===== src/sv/smvm_pkg.sv =====
// ----------------------------------------------------------------------------
// smvm_pkg
// item types, op codes, widths and saturation helper of the sparse mac unit
// ----------------------------------------------------------------------------
package smvm_pkg;

  localparam int IDX_W            = 10;
  localparam int VAL_W            = 32;
  localparam int ROW_W            = 16;
  localparam int Q_FRAC           = 24;
  localparam int PROD_W           = 2 * VAL_W;
  localparam int PRE_SUM_W        = PROD_W + 2;
  localparam int PRE_W            = PRE_SUM_W - Q_FRAC;
  localparam int ACC_W            = PRE_W + 1;
  localparam int VECTOR_DEPTH_DEF = 1024;
  localparam int OUT_FIFO_DEPTH   = 8;
  localparam int FIFO_PTR_W       = $clog2(OUT_FIFO_DEPTH);
  localparam int OCC_W            = $clog2(OUT_FIFO_DEPTH + 1);

  localparam logic signed [PRE_SUM_W-1:0] RND_HALF = PRE_SUM_W'(1) << (Q_FRAC - 1);

  typedef enum logic [1:0] {
    OP_LOAD    = 2'd0,
    OP_NONZERO = 2'd1,
    OP_END_ROW = 2'd2
  } op_t;

  typedef struct packed {
    logic [1:0]              op;
    logic [IDX_W-1:0]        index;
    logic signed [VAL_W-1:0] value_re;
    logic signed [VAL_W-1:0] value_im;
  } in_item_t;

  typedef struct packed {
    logic [ROW_W-1:0]        row_number;
    logic signed [VAL_W-1:0] sum_re;
    logic signed [VAL_W-1:0] sum_im;
  } out_item_t;

  typedef struct packed {
    logic vld;
    logic eor;
  } stage_ctl_t;

  // clamp a wide signed value to the signed VAL_W range
  function automatic logic signed [VAL_W-1:0] sat_val(input logic signed [ACC_W-1:0] v);
    logic [ACC_W-VAL_W:0] hi;
    logic signed [VAL_W-1:0] res;
    hi = v[ACC_W-1:VAL_W-1];
    if ((&hi) || !(|hi)) begin
      res = v[VAL_W-1:0];
    end else if (v[ACC_W-1]) begin
      res = {1'b1, {(VAL_W-1){1'b0}}};
    end else begin
      res = {1'b0, {(VAL_W-1){1'b1}}};
    end
    return res;
  endfunction

endpackage


===== src/sv/smvm_out_fifo.sv =====
// ----------------------------------------------------------------------------
// smvm_out_fifo
// small result queue between the accumulator and the out channel
// ----------------------------------------------------------------------------
module smvm_out_fifo (
  input  logic                 clk,
  input  logic                 rst_n,
  input  logic                 push,
  input  smvm_pkg::out_item_t  push_data,
  output logic                 out_valid,
  input  logic                 out_ready,
  output smvm_pkg::out_item_t  out_data
);

  smvm_pkg::out_item_t                 mem [smvm_pkg::OUT_FIFO_DEPTH];
  logic [smvm_pkg::FIFO_PTR_W-1:0]     wr_ptr_r, wr_ptr_nxt;
  logic [smvm_pkg::FIFO_PTR_W-1:0]     rd_ptr_r, rd_ptr_nxt;
  logic [smvm_pkg::OCC_W-1:0]          cnt_r, cnt_nxt;
  logic                                pop;

  // push never meets a full queue: the top level holds back items by credit
  assign pop       = out_valid & out_ready;
  assign out_valid = (cnt_r != '0);
  assign out_data  = mem[rd_ptr_r];

  always_comb begin
    wr_ptr_nxt = push ? wr_ptr_r + 1'b1 : wr_ptr_r;
    rd_ptr_nxt = pop ? rd_ptr_r + 1'b1 : rd_ptr_r;
    cnt_nxt    = cnt_r + smvm_pkg::OCC_W'(push) - smvm_pkg::OCC_W'(pop);
  end

  always_ff @(posedge clk) begin
    if (!rst_n) begin
      wr_ptr_r <= '0;
      rd_ptr_r <= '0;
      cnt_r    <= '0;
    end else begin
      wr_ptr_r <= wr_ptr_nxt;
      rd_ptr_r <= rd_ptr_nxt;
      cnt_r    <= cnt_nxt;
    end
  end

  always_ff @(posedge clk) begin
    if (push) begin
      mem[wr_ptr_r] <= push_data;
    end
  end

endmodule


===== config.mk =====
export PLATFORM = sky130hd
export DESIGN_NAME = smvm_out_fifo
export DESIGN_NICKNAME = d
export VERILOG_FILES = /design/src/sv/smvm_pkg.sv /design/src/sv/smvm_out_fifo.sv
export SDC_FILE = /design/constraint.sdc
export NUM_CORES = 1
export LEC_CHECK = 0
export ABC_AREA = 1
export BUFFER_PORTS_ARGS = -buffer_cell sky130_fd_sc_hd__clkbuf_2
export CAP_MARGIN = 30
export CELL_PAD_IN_SITES_DETAIL_PLACEMENT = 1
export CELL_PAD_IN_SITES_GLOBAL_PLACEMENT = 2
export CORE_MARGIN = 2
export CORE_UTILIZATION = 40
export CTS_CLUSTER_DIAMETER = 80
export DETAILED_ROUTE_END_ITERATION = 16
export PLACE_DENSITY_LB_ADDON = 0.1
export SLEW_MARGIN = 5
export SYNTH_ARGS = -nofsm -noshare
export SYNTH_HDL_FRONTEND = slang
export SYNTH_SLANG_ARGS = --single-unit

===== constraint.sdc =====
create_clock -name clk -period 13.59 [get_ports clk]
set_input_delay 1.359 -clock clk [delete_from_list [all_inputs] [get_ports clk]]
set_output_delay 1.359 -clock clk [all_outputs]
set_load 0.05 [all_outputs]

==> results.py, run 1 <==
metrics = {
    "synth": {
        "synth_commonest_cells": "nand2_1, inv_1, edfxtp_1",
        "yosysMostFrequentCell": "nand2_1",
        "netlist.top_cell.by_area": "edfxtp_1",
        "synth_async_sr_flop_share_pct": 0,
        "post_synth_num_cell_types": 18,
        "ys.warnings.count": 0,
        "total_of_flip_flops_plus_latches_after_synthesis": 653,
        "synth_sequential_area_ratio_pct": 68.4,
        "post_synth_instance_area_mm2": 0.0285,
        "synth-edff-count": 640,
        "syn-mean-instance-area_um2": 9.98,
        "net_count_of_the_mapped_netlist": 2945,
        "synth_cells": 2854,
        "synthFlopType": "edfxtp_1",
        "post_synth_main_area_contributors": "edfxtp_1, nand2_1, inv_1",
        "synthDominantCellAreaShare_pct": 67.5,
    },
    "critical_path": {
        "critical_path_peak_fanout": 147,
        "worst_path_most_repeated_cell": "nand2_1",
        "worst_r2r_startpoint": "wr_ptr_r[0]",
        "critical_path.startpoint_type": "flip-flop",
        "setup.worst_path.end_class": "output port",
        "critPathArrivalTime_ns": 3.46,
        "worst_r2r_path_depth": 4,
        "worstSetupPathType": "flip-flop to output port",
        "critical_path.cell_chain": "inv_8, buf_4, buf_16, nand2_1, nand3_1, nand2_1, nand2_1, nand2_1, clkbuf_2",
        "r2r_slack_ns": 10.86,
        "required_time_of_the_critical_path_ns": 12.23,
        "worst_path_largest_cell_delay_ns": 0.81,
        "crit-reg2reg-capture": "mem[2][49]",
        "critical_path.slowest_cell": "dfxtp_4",
    },
    "placement": {
        "detailed_place_hpwl_um": 40000,
        "place.gp.congestion": 0.713,
        "pre_cts_slack_ns": 9.13,
        "io_buffer_count": 164,
        "place.detailed.instances": 3866,
    },
    "cts": {
        "cts_made_buffers": 75,
        "h_tree_levels": 3,
        "clock_tree.root_cell": "clkbuf_16",
        "ctsResizeCount": 0,
        "worst_setup_hold_path_clk_slew_ns": 0.06,
        "clkSinkCount": 653,
        "tritoncts": "done",
        "post-cts-setup-buffers": 0,
        "clkLatencyLatePin_ns": 0.60,
        "max-clock-path-buffers": 3,
        "post_cts_hold_buffer_count": 0,
    },
    "sta": {
        "totalNegativeSetupSlack_ns": 0,
        "grt_setup_unrepaired": "false",
        "final.period_utilization_pct": 35.4,
        "finalHoldViolations": 0,
        "finalWorstSetupSlack_ns": 8.78,
        "max_freq_ghz": 0.208,
        "fin_crit_ns": 4.81,
        "timing.slew.headroom_pct": 33.3,
        "final_max_slew_viol_count": 0,
        "largest_clock_skew_in_the_final_design_ns": 0.0194,
        "setup-violations-final": 0,
        "tightestPinTransition_ns": 1.00,
    },
    "global_routing": {
        "via_count_of_the_first_global_routing_pass": 20300,
        "grt.overflow.total": 0,
        "grtUsageTotal_pct": 20.7,
        "antenna_found_initial": 6,
        "grt_pass1_wl_um": 117000,
        "maximum_number_of_pins_on_one_net_before_global_route_repair": 205,
    },
    "die": {
        "floorplan.die_area_mm2": 0.0734,
        "design.portCount": 165,
        "core_area_mm2": 0.0703,
        "die_y_um": 271,
        "floorplan.initialDensity_pct": 40.5,
        "die_width_um": 271,
        "core.rowCount": 97,
    },
    "detailed_routing": {
        "antenna_left": 0,
        "drt_first_iter_violations": 1008,
        "dr_total_vias": 19000,
        "detail_route.wl_per_cell_um": 18.7,
        "wl_um": 74800,
        "drt_pass1_iterations": 6,
        "post_drt_via_cell_ratio": 4.76,
        "drc": 0,
    },
    "min_path": {
        "hold_path_depth": 2,
        "hold_start": "rd_ptr_r[1]",
        "worstHoldPathType": "flip-flop to flip-flop",
        "hold-path-endpoint": "rd_ptr_r[1]",
    },
    "finish": {
        "post_route_cells_drive_above_1_share_pct": 10.1,
        "synthToLayoutAreaGrowth_pct": 14.2,
        "final_cell_count_no_fill": 4001,
        "nNetsFinal": 3096,
        "antenna_cells_inserted": 0,
    },
    "power_and_ir_drop": {
        "worst_ir_drop_vdd_v": 0.000105,
        "static-leakage-power_uw": 0.0149,
        "power.density_mw_per_mm2": 176,
    },
    "flow_run": {
        "cap_violations": 0,
    },
    "run_status": {
        "run_status": "finished, final reports clean",
    },
}
==> per-stage QoR <==
stage | power [µW] | util, % | hold WS (ns) | instance area (µm²)
2_1_floorplan | 3490 | - | 0.465 | 28500
3_3_place_gp | 3860 | 42.8 | 0.479 | 30100
3_5_place_dp | 3900 | 43.0 | 0.500 | 30200
4_1_cts | 5820 | 46.2 | 0.515 | 32500
5_1_grt | 6040 | 46.3 | 0.560 | 32500
6_report | 5730 | 46.3 | 0.505 | 32500
==> placed cells by master, fill, tap and decap left out, drive strengths merged, types with 3 or more instances in the layout <==
cell type	instances
a21oi	8
buf	34
bufinv	3
clkbuf	268
clkinv	24
dfxtp	13
edfxtp	640
ha	6
inv	660
nand2	1055
nand3	326
nor2	17
o21ai	4
==> worst max-delay path by stage <==
| stage | start | endpoint | slack [ns] | cells past startpoint |
|---|---|---|---|---|
| floorplan | push | mem[0][0] | 8.01 | 3 |
| global placement | flip-flop | out_data[50] | 9.14 | 8 |
| detailed placement | flip-flop | out_data[41] | 9.13 | 8 |
| CTS | flip-flop | out_data[13] | 8.48 | 8 |
| global route | flip-flop | out_data[50] | 8.47 | 9 |
| finish | flip-flop | out_data[50] | 8.78 | 9 |
==> cell type report <==
cell class,count,area (µm²)
fillers,7816,37700
flip-flops and latches,653,19500
multi-input cells,1419,5880
inverters,658,2480
clock buffers,104,2070
repair buffers,198,1230
well taps,940,1180
clock inverters,29,213
==> registers in the layout, indices dropped and copies added, names as in the netlist, named ones only <==
signal	cells
mem	640
cnt_r	4
wr_ptr_r	3
rd_ptr_r	3
==> worst max-delay path: cells and delay by family, from the launching register on <==
kind                   cells  cell delay (ns)
buffers and inverters      4             1.43
DFF                        1             0.81
and+or+nand+nor            5             0.49
==> layer usage <==
metal	share of wire, %	GRT usage (%)
met1	44	26.0
met2	50	37.1
met3	3.5	3.12
met4	2.1	5.76
met5	0.091	0
==> kinds of logic after synthesis <==
family / after synthesis / share of synthesized area [%]
adder cells (fa/ha/maj): 7 / 0.334
buffers and inverters: 782 / 11.2
AO/OA/AOI/OAI: 12 / 0.211
AND/OR/NAND/NOR: 1400 / 19.9
flip-flops: 653 / 68.4
==> power breakdown <==
group	leakage [µW]	switching (µW)	internal, µW	total [µW]
clock network	0.00112	777	1120	1890
registers	0.00592	31.5	2270	2300
logic	0.00789	1180	355	1540
total	0.0149	1990	3740	5730
Note: power is estimated with default switching activity, not from simulation.
==> run 2, diff against run 1 <==
- ABC_AREA: 1 -> 0
- clock period: 13.59 -> 3.96 ns (I/O delays scaled with it)
==> run 2 against run 1 <==
Compared with the run above:
- clock power grew to 3.2 times the previous value
- synthesized cell count fell by 65%
- critical endpoint is now out_data[13]
- final area fell by 11%
- die area is 13% lower
- clock skew decreased by 0.0032 ns
- worst hold slack worse by 0.43 ns
- cell count shrank 48%
- critical path depth down 5
- largest power group unchanged
- sequential share of layout area grew 7.8 points
- utilization is 0.63 points higher
- sequential power grew to 3.4 times the previous value
- largest cell class unchanged
- non-clock buffer count down 4
==> results.py, run 2 <==
metrics = {
    "run_status": {
        "run_status": "finished, final reports clean",
    },
    "finish": {
        "synthToLayoutAreaGrowth_pct": 16.8,
        "layout.cells.most_common_list": "edfxtp_1, clkbuf_2, mux4_2, mux2_2, clkbuf_16",
        "nNetsFinal": 1309,
        "final_area_mm2": 0.0288,
        "final_cell_count_no_fill": 2061,
        "number_of_flip_flops_in_the_largest_register": 640,
        "fillerInstances": 5464,
        "post_route_cells_drive_above_1_share_pct": 42.3,
        "top_regs": "mem: 640 flops, cnt_r: 4 flops",
        "layout.cells.most_common": "edfxtp_1",
        "top_register": "mem",
    },
    "power_and_ir_drop": {
        "p_int_uw": 12500,
        "power.share.clock_pct": 35.4,
        "combinationalPowerShare_pct": 18.5,
        "total_switching_power_uw": 4730,
        "power_switching_share_pct": 27.5,
        "worst_ir_drop_vdd_v": 0.000290,
        "static-leakage-power_uw": 0.00916,
        "post-layout-total-power_uw": 17200,
        "power.sequential.fraction_pct": 46.1,
        "power.density_mw_per_mm2": 597,
    },
    "critical_path": {
        "critical_path.startpoint_type": "flip-flop",
        "critical_path.slowest_cell": "dfxtp_4",
        "critical_path_peak_fanout": 31,
        "worstSetupPathType": "flip-flop to output port",
        "r2r_slack_ns": 1.66,
        "required_time_of_the_critical_path_ns": 3.56,
        "setup.worst_path.end_class": "output port",
        "critPathArrivalTime_ns": 2.70,
        "worst_path_largest_cell_delay_ns": 0.63,
        "critical_path.cell_chain": "buf_4, mux4_2, mux2_2, clkbuf_2",
        "worst_r2r_startpoint": "cnt_r[2]",
    },
    "sta": {
        "final_max_slew_viol_count": 0,
        "fin_crit_ns": 3.09,
        "final.period_utilization_pct": 78.1,
        "max_freq_ghz": 0.323,
        "tightestPinTransition_ns": 0.908,
        "finalWorstSetupSlack_ns": 0.865,
        "grt_setup_unrepaired": "false",
        "largest_clock_skew_in_the_final_design_ns": 0.0163,
        "setup-violations-final": 0,
        "fin_hold_ws_ns": 0.0778,
        "finalHoldViolations": 0,
        "timing.slew.headroom_pct": 39.4,
    },
    "synth": {
        "post_synth_main_area_contributors": "edfxtp_1, mux4_2, mux2_2",
        "yosysMostFrequentCell": "edfxtp_1",
        "ys.warnings.count": 0,
        "synth_commonest_cells": "edfxtp_1, mux4_2, mux2_2",
        "synth_cells": 997,
        "post_synth_instance_area_mm2": 0.0247,
        "yosys.area_share.xor_xnor_pct": 0.107,
        "syn-mean-instance-area_um2": 24.7,
        "net_count_of_the_mapped_netlist": 1088,
        "total_of_flip_flops_plus_latches_after_synthesis": 653,
        "synth-adder-area-share_pct": 0.386,
        "synthDominantCellAreaShare_pct": 77.9,
        "synth_sequential_area_ratio_pct": 79.0,
        "post_synth_mux_area_share_pct": 18.6,
        "dominant_combinational_cell_family_by_area_after_synthesis": "multiplexers",
        "synthFlopType": "edfxtp_1",
        "netlist.top_cell.by_area": "edfxtp_1",
        "post_synth_num_cell_types": 25,
        "synth_simple_gate_area_share_pct": 0.670,
        "synth_async_sr_flop_share_pct": 0,
        "synth-edff-count": 640,
        "synth_compound_gate_area_share_pct": 0.0507,
    },
    "global_routing": {
        "use_met3_pct": 3.53,
        "antenna_found_initial": 4,
        "grtUsageTotal_pct": 17.1,
        "maximum_number_of_pins_on_one_net_before_global_route_repair": 76,
        "busiest_layer": "met2",
        "use_met1_pct": 23.2,
        "grt.overflow.total": 0,
        "grt_pass1_wl_um": 78900,
        "via_count_of_the_first_global_routing_pass": 12200,
        "globalRouteMet2Util_pct": 28.0,
    },
    "detailed_routing": {
        "detail_route.wl_per_cell_um": 25.7,
        "dr_total_vias": 10800,
        "antenna_left": 0,
        "drt_pass1_iterations": 4,
        "drt_first_iter_violations": 663,
        "post_drt_via_cell_ratio": 5.26,
        "drc": 0,
        "wl_um": 52900,
    },
    "die": {
        "die_width_um": 252,
        "core.rowCount": 91,
        "die_y_um": 252,
        "design.portCount": 165,
        "floorplan.die_area_mm2": 0.0637,
        "core_area_mm2": 0.0614,
        "floorplan.initialDensity_pct": 40.2,
    },
    "cts": {
        "max-clock-path-buffers": 3,
        "cts_made_buffers": 71,
        "ctsResizeCount": 0,
        "worst_setup_hold_path_clk_slew_ns": 0.06,
        "h_tree_levels": 3,
        "clkSinkCount": 653,
        "clock_tree.root_cell": "clkbuf_16",
        "post_cts_hold_buffer_count": 0,
        "tritoncts": "done",
        "post-cts-setup-buffers": 0,
        "clkLatencyLatePin_ns": 0.60,
    },
    "min_path": {
        "hold_start": "push_data[0]",
        "worstHoldPathType": "input port to flip-flop",
    },
    "placement": {
        "detailed_place_hpwl_um": 28000,
        "post_place_instance_area_mm2": 0.0267,
        "place.detailed.instances": 1934,
        "io_buffer_count": 164,
        "place.gp.congestion": 0.694,
        "pre_cts_slack_ns": 1.43,
    },
    "flow_run": {
        "cap_violations": 0,
    },
}
-- run 2: changes by cell type after synthesis, sizes merged, moves of 6 or more --
cell    before  now
a21oi        8    1
nand3      326    1
mux4         0  160
mux2         0   80
nor2        17    7
nand2     1055    9
buf        112   30
inv        658    4
nand2b       0    6
mux2i        0    9
-- run 2: area by class of cell --
cell class                 count  area (µm²)  share of cell area (%)
tap                          790         988                    3.43
antenna                        4        10.0                  0.0347
multi-input combinational    294        4960                    17.2
clock inverter                30         203                   0.704
clock buffer                  92        1920                    6.66
sequential                   653       19500                    67.7
timing repair buffer         194        1220                    4.24
inverter                       4        15.0                  0.0521
-- run 2: through the flow --
| step | setup TNS (ns) | utilization, % |
|---|---|---|
| 2_1_floorplan | -229.32 | - |
| 3_3_place_gp | 0 | 43.4 |
| 3_5_place_dp | 0 | 43.4 |
| 4_1_cts | 0 | 46.9 |
| 5_1_grt | 0 | 46.9 |
| 6_report | 0 | 46.9 |
-- run 2: final timing paths --
check,end,depth (start not counted)
worst max-delay path,out_data[13],4
worst min-delay path,mem[0][0],1
worst max register to register,cnt_r[1],9
worst min register to register,flip-flop,2
-- run 2: metal layers --
layer  share of wire (%)  up-vias
met3                 4.8       57
met4                 1.6        6
met2                  49      193
met1                  44     5883
li1                    -     4710
met5               0.078        -
-- run 2: worst max-delay path: cells and delay by family (launching register included) --
| kind | cells | cell delay [ns] |
|---|---|---|
| flip-flops | 1 | 0.63 |
| buffers and inverters | 2 | 0.76 |
| multiplexers | 2 | 0.71 |
-- run 2: logic make-up after synthesis --
group,after synthesis
mux,249
flops,653
compound gates,2
xor+xnor,3
fa+ha+maj,7
buf+inv,50
simple gates,33
-- run 2: power groups by stage --
stage / Sequential, µW / Combinational (µW) / Clock (µW)
4_1_cts: 7930 / 3260 / 6270
3_5_place_dp: 8080 / 3250 / 0
6_report: 7930 / 3170 / 6080
3_3_place_gp: 8070 / 3230 / 0
5_1_grt: 7950 / 3390 / 6510
2_1_floorplan: 8000 / 2480 / 0
==> run 3, diff against run 2 <==
- clock period: 3.96 -> 2.65 ns (I/O delays scaled with it)
==> run 3 against run 2 <==
Compared with the run above:
- first-iteration DRC count fell by 10%
- final area up 8.6%
- sequential share of layout area fell by 5.3 points
- critical endpoint is now out_data[62]
- clock power is 60% higher
- the flow now finishes with violations (negative setup slack)
- highest routed layer is now met4
==> results.py, run 3 (synthesis results as in run 2) <==
metrics = {
    "finish": {
        "post_route_cells_drive_above_1_share_pct": 41.8,
        "final_area_mm2": 0.0313,
        "finish.utilization_pct": 51.0,
        "nNetsFinal": 1413,
        "number_of_flip_flops_in_the_largest_register": 640,
        "layout.cells.most_common": "edfxtp_1",
        "synthToLayoutAreaGrowth_pct": 26.8,
        "layout.cells.most_common_list": "edfxtp_1, mux4_2, clkbuf_2, clkbuf_16, dlygate4sd3_1",
        "top_register": "mem",
        "top_regs": "mem: 640 flops, cnt_r: 4 flops",
        "fillerInstances": 5321,
    },
    "sta": {
        "final.period_utilization_pct": 101,
        "timing.slew.headroom_pct": 69.5,
        "fin_crit_ns": 2.67,
        "tightestPinTransition_ns": 0.458,
        "largest_clock_skew_in_the_final_design_ns": 0.0138,
        "finalWorstSetupSlack_ns": -0.0237,
        "setup-violations-final": 13,
        "max_freq_ghz": 0.374,
        "grt_setup_unrepaired": "true",
        "finalHoldViolations": 0,
        "final_max_slew_viol_count": 0,
    },
    "critical_path": {
        "worstSetupPathType": "flip-flop to output port",
        "worst_r2r_startpoint": "cnt_r[2]",
        "critPathArrivalTime_ns": 2.41,
        "setup.worst_path.end_class": "output port",
        "critical_path_peak_fanout": 8,
        "required_time_of_the_critical_path_ns": 2.38,
        "critical_path.startpoint_type": "flip-flop",
    },
    "global_routing": {
        "via_count_of_the_first_global_routing_pass": 12500,
        "antenna_found_initial": 1,
        "grt_pass1_wl_um": 80500,
        "grt.overflow.total": 0,
        "maximum_number_of_pins_on_one_net_before_global_route_repair": 57,
        "grtUsageTotal_pct": 17.4,
    },
    "cts": {
        "clkLatencyLatePin_ns": 0.61,
        "cts_made_buffers": 72,
        "tritoncts": "done",
        "h_tree_levels": 3,
        "max-clock-path-buffers": 3,
        "clkSinkCount": 653,
        "worst_setup_hold_path_clk_slew_ns": 0.06,
        "clock_tree.root_cell": "clkbuf_16",
    },
    "placement": {
        "detailed_place_hpwl_um": 27400,
        "post_place_instance_area_mm2": 0.0269,
        "io_buffer_count": 164,
        "place.gp.congestion": 0.674,
    },
    "detailed_routing": {
        "drt_pass1_iterations": 5,
        "post_drt_via_cell_ratio": 5.19,
        "dr_total_vias": 11300,
        "antenna_left": 0,
        "drt_first_iter_violations": 596,
        "drc": 0,
        "detail_route.wl_per_cell_um": 24.6,
        "wl_um": 53400,
    },
    "run_status": {
        "run_status": "finished with violations",
        "failed_checks": "negative setup slack",
    },
    "min_path": {
        "hold_start": "out_ready",
        "worstHoldPathType": "input port to flip-flop",
    },
    "power_and_ir_drop": {
        "post-layout-total-power_uw": 27900,
        "combinationalPowerShare_pct": 22.9,
        "worst_ir_drop_vdd_v": 0.000421,
        "total_switching_power_uw": 7440,
        "power.density_mw_per_mm2": 891,
        "p_int_uw": 20400,
        "static-leakage-power_uw": 0.0103,
        "power.sequential.fraction_pct": 42.3,
        "power_switching_share_pct": 26.7,
        "power.share.clock_pct": 34.8,
    },
    "die": {
        "design.portCount": 165,
        "die_y_um": 252,
        "core_area_mm2": 0.0614,
        "die_width_um": 252,
        "core.rowCount": 91,
        "floorplan.initialDensity_pct": 40.2,
        "floorplan.die_area_mm2": 0.0637,
    },
    "flow_run": {
        "cap_violations": 0,
    },
}
-- run 3: cell count changes in the layout (fill, tap and decap cells not counted), sizes merged --
cell         change
clkbuf          -50
bufinv           +3
buf             +72
dlygate4sd3     +80
diode            -3
clkinv           +7
clkinvlp         +1
-- run 3: routing by layer --
metal | GRT usage, % | up-vias | wire length [µm]
met5 | 0 | - | 0
met4 | 5.51 | 0 | 969
met3 | 3.30 | 64 | 2120
met2 | 28.5 | 195 | 26500
met1 | 23.7 | 6084 | 23900
li1 | - | 4934 | -
-- run 3: worst paths after layout --
check,slack [ns],end,depth (start not counted)
min reg2reg,0.49,flip-flop,2
max,-0.02,out_data[62],6
max reg2reg,0.39,cnt_r[3],9
min,0.03,flip-flop,3
-- run 3: metrics by stage --
stage               TNS (ns)  setup slack [ns]  cells  hold WS (ns)
CTS                    -3.73            -0.106   2166      0.000334
floorplan            -186.21            -0.500    997         0.364
detailed placement         0             0.388   1937         0.470
finish                -0.117           -0.0237   2171        0.0279
global route           -3.66            -0.106   2171        0.0306
global placement           0             0.423   1937         0.456
-- run 3: repair_timing --
item | 4_1_cts | 5_1_grt
setup endpoints to repair | 77 | 79
buffers inserted | 11 | 4
hold endpoints to repair | 640 | 0
gates resized for setup | 190 | 80
gates cloned | 6 | 1
hold buffers | 80 | 0
-- run 3: cell type report --
cell class                 count  area [µm²]  share of cell area (%)
inverter                       4        15.0                  0.0480
clock inverter                41         323                    1.03
antenna                        1        2.50                 0.00800
multi-input combinational    294        5190                    16.6
clock buffer                  91        1990                    6.36
sequential                   653       19500                    62.3
tap                          790         988                    3.16
timing repair buffer         297        3280                    10.5
-- run 3: critical path, cell delays in order, from the launching register on --
cell and delay, ns:
dfxtp_4 0.41, buf_12 0.16, buf_12 0.13, buf_16 0.13, mux4_2 0.51, mux2_4 0.31
buf_8 0.15
-- run 3: power by group through the flow --
stage          clock [µW]  combinational [µW]  sequential (µW)
2_1_floorplan           0                3720            11900
3_3_place_gp            0                4980            12000
3_5_place_dp            0                4990            12000
4_1_cts             10000                6170            11800
5_1_grt             10400                6730            11800
6_report             9700                6390            11800
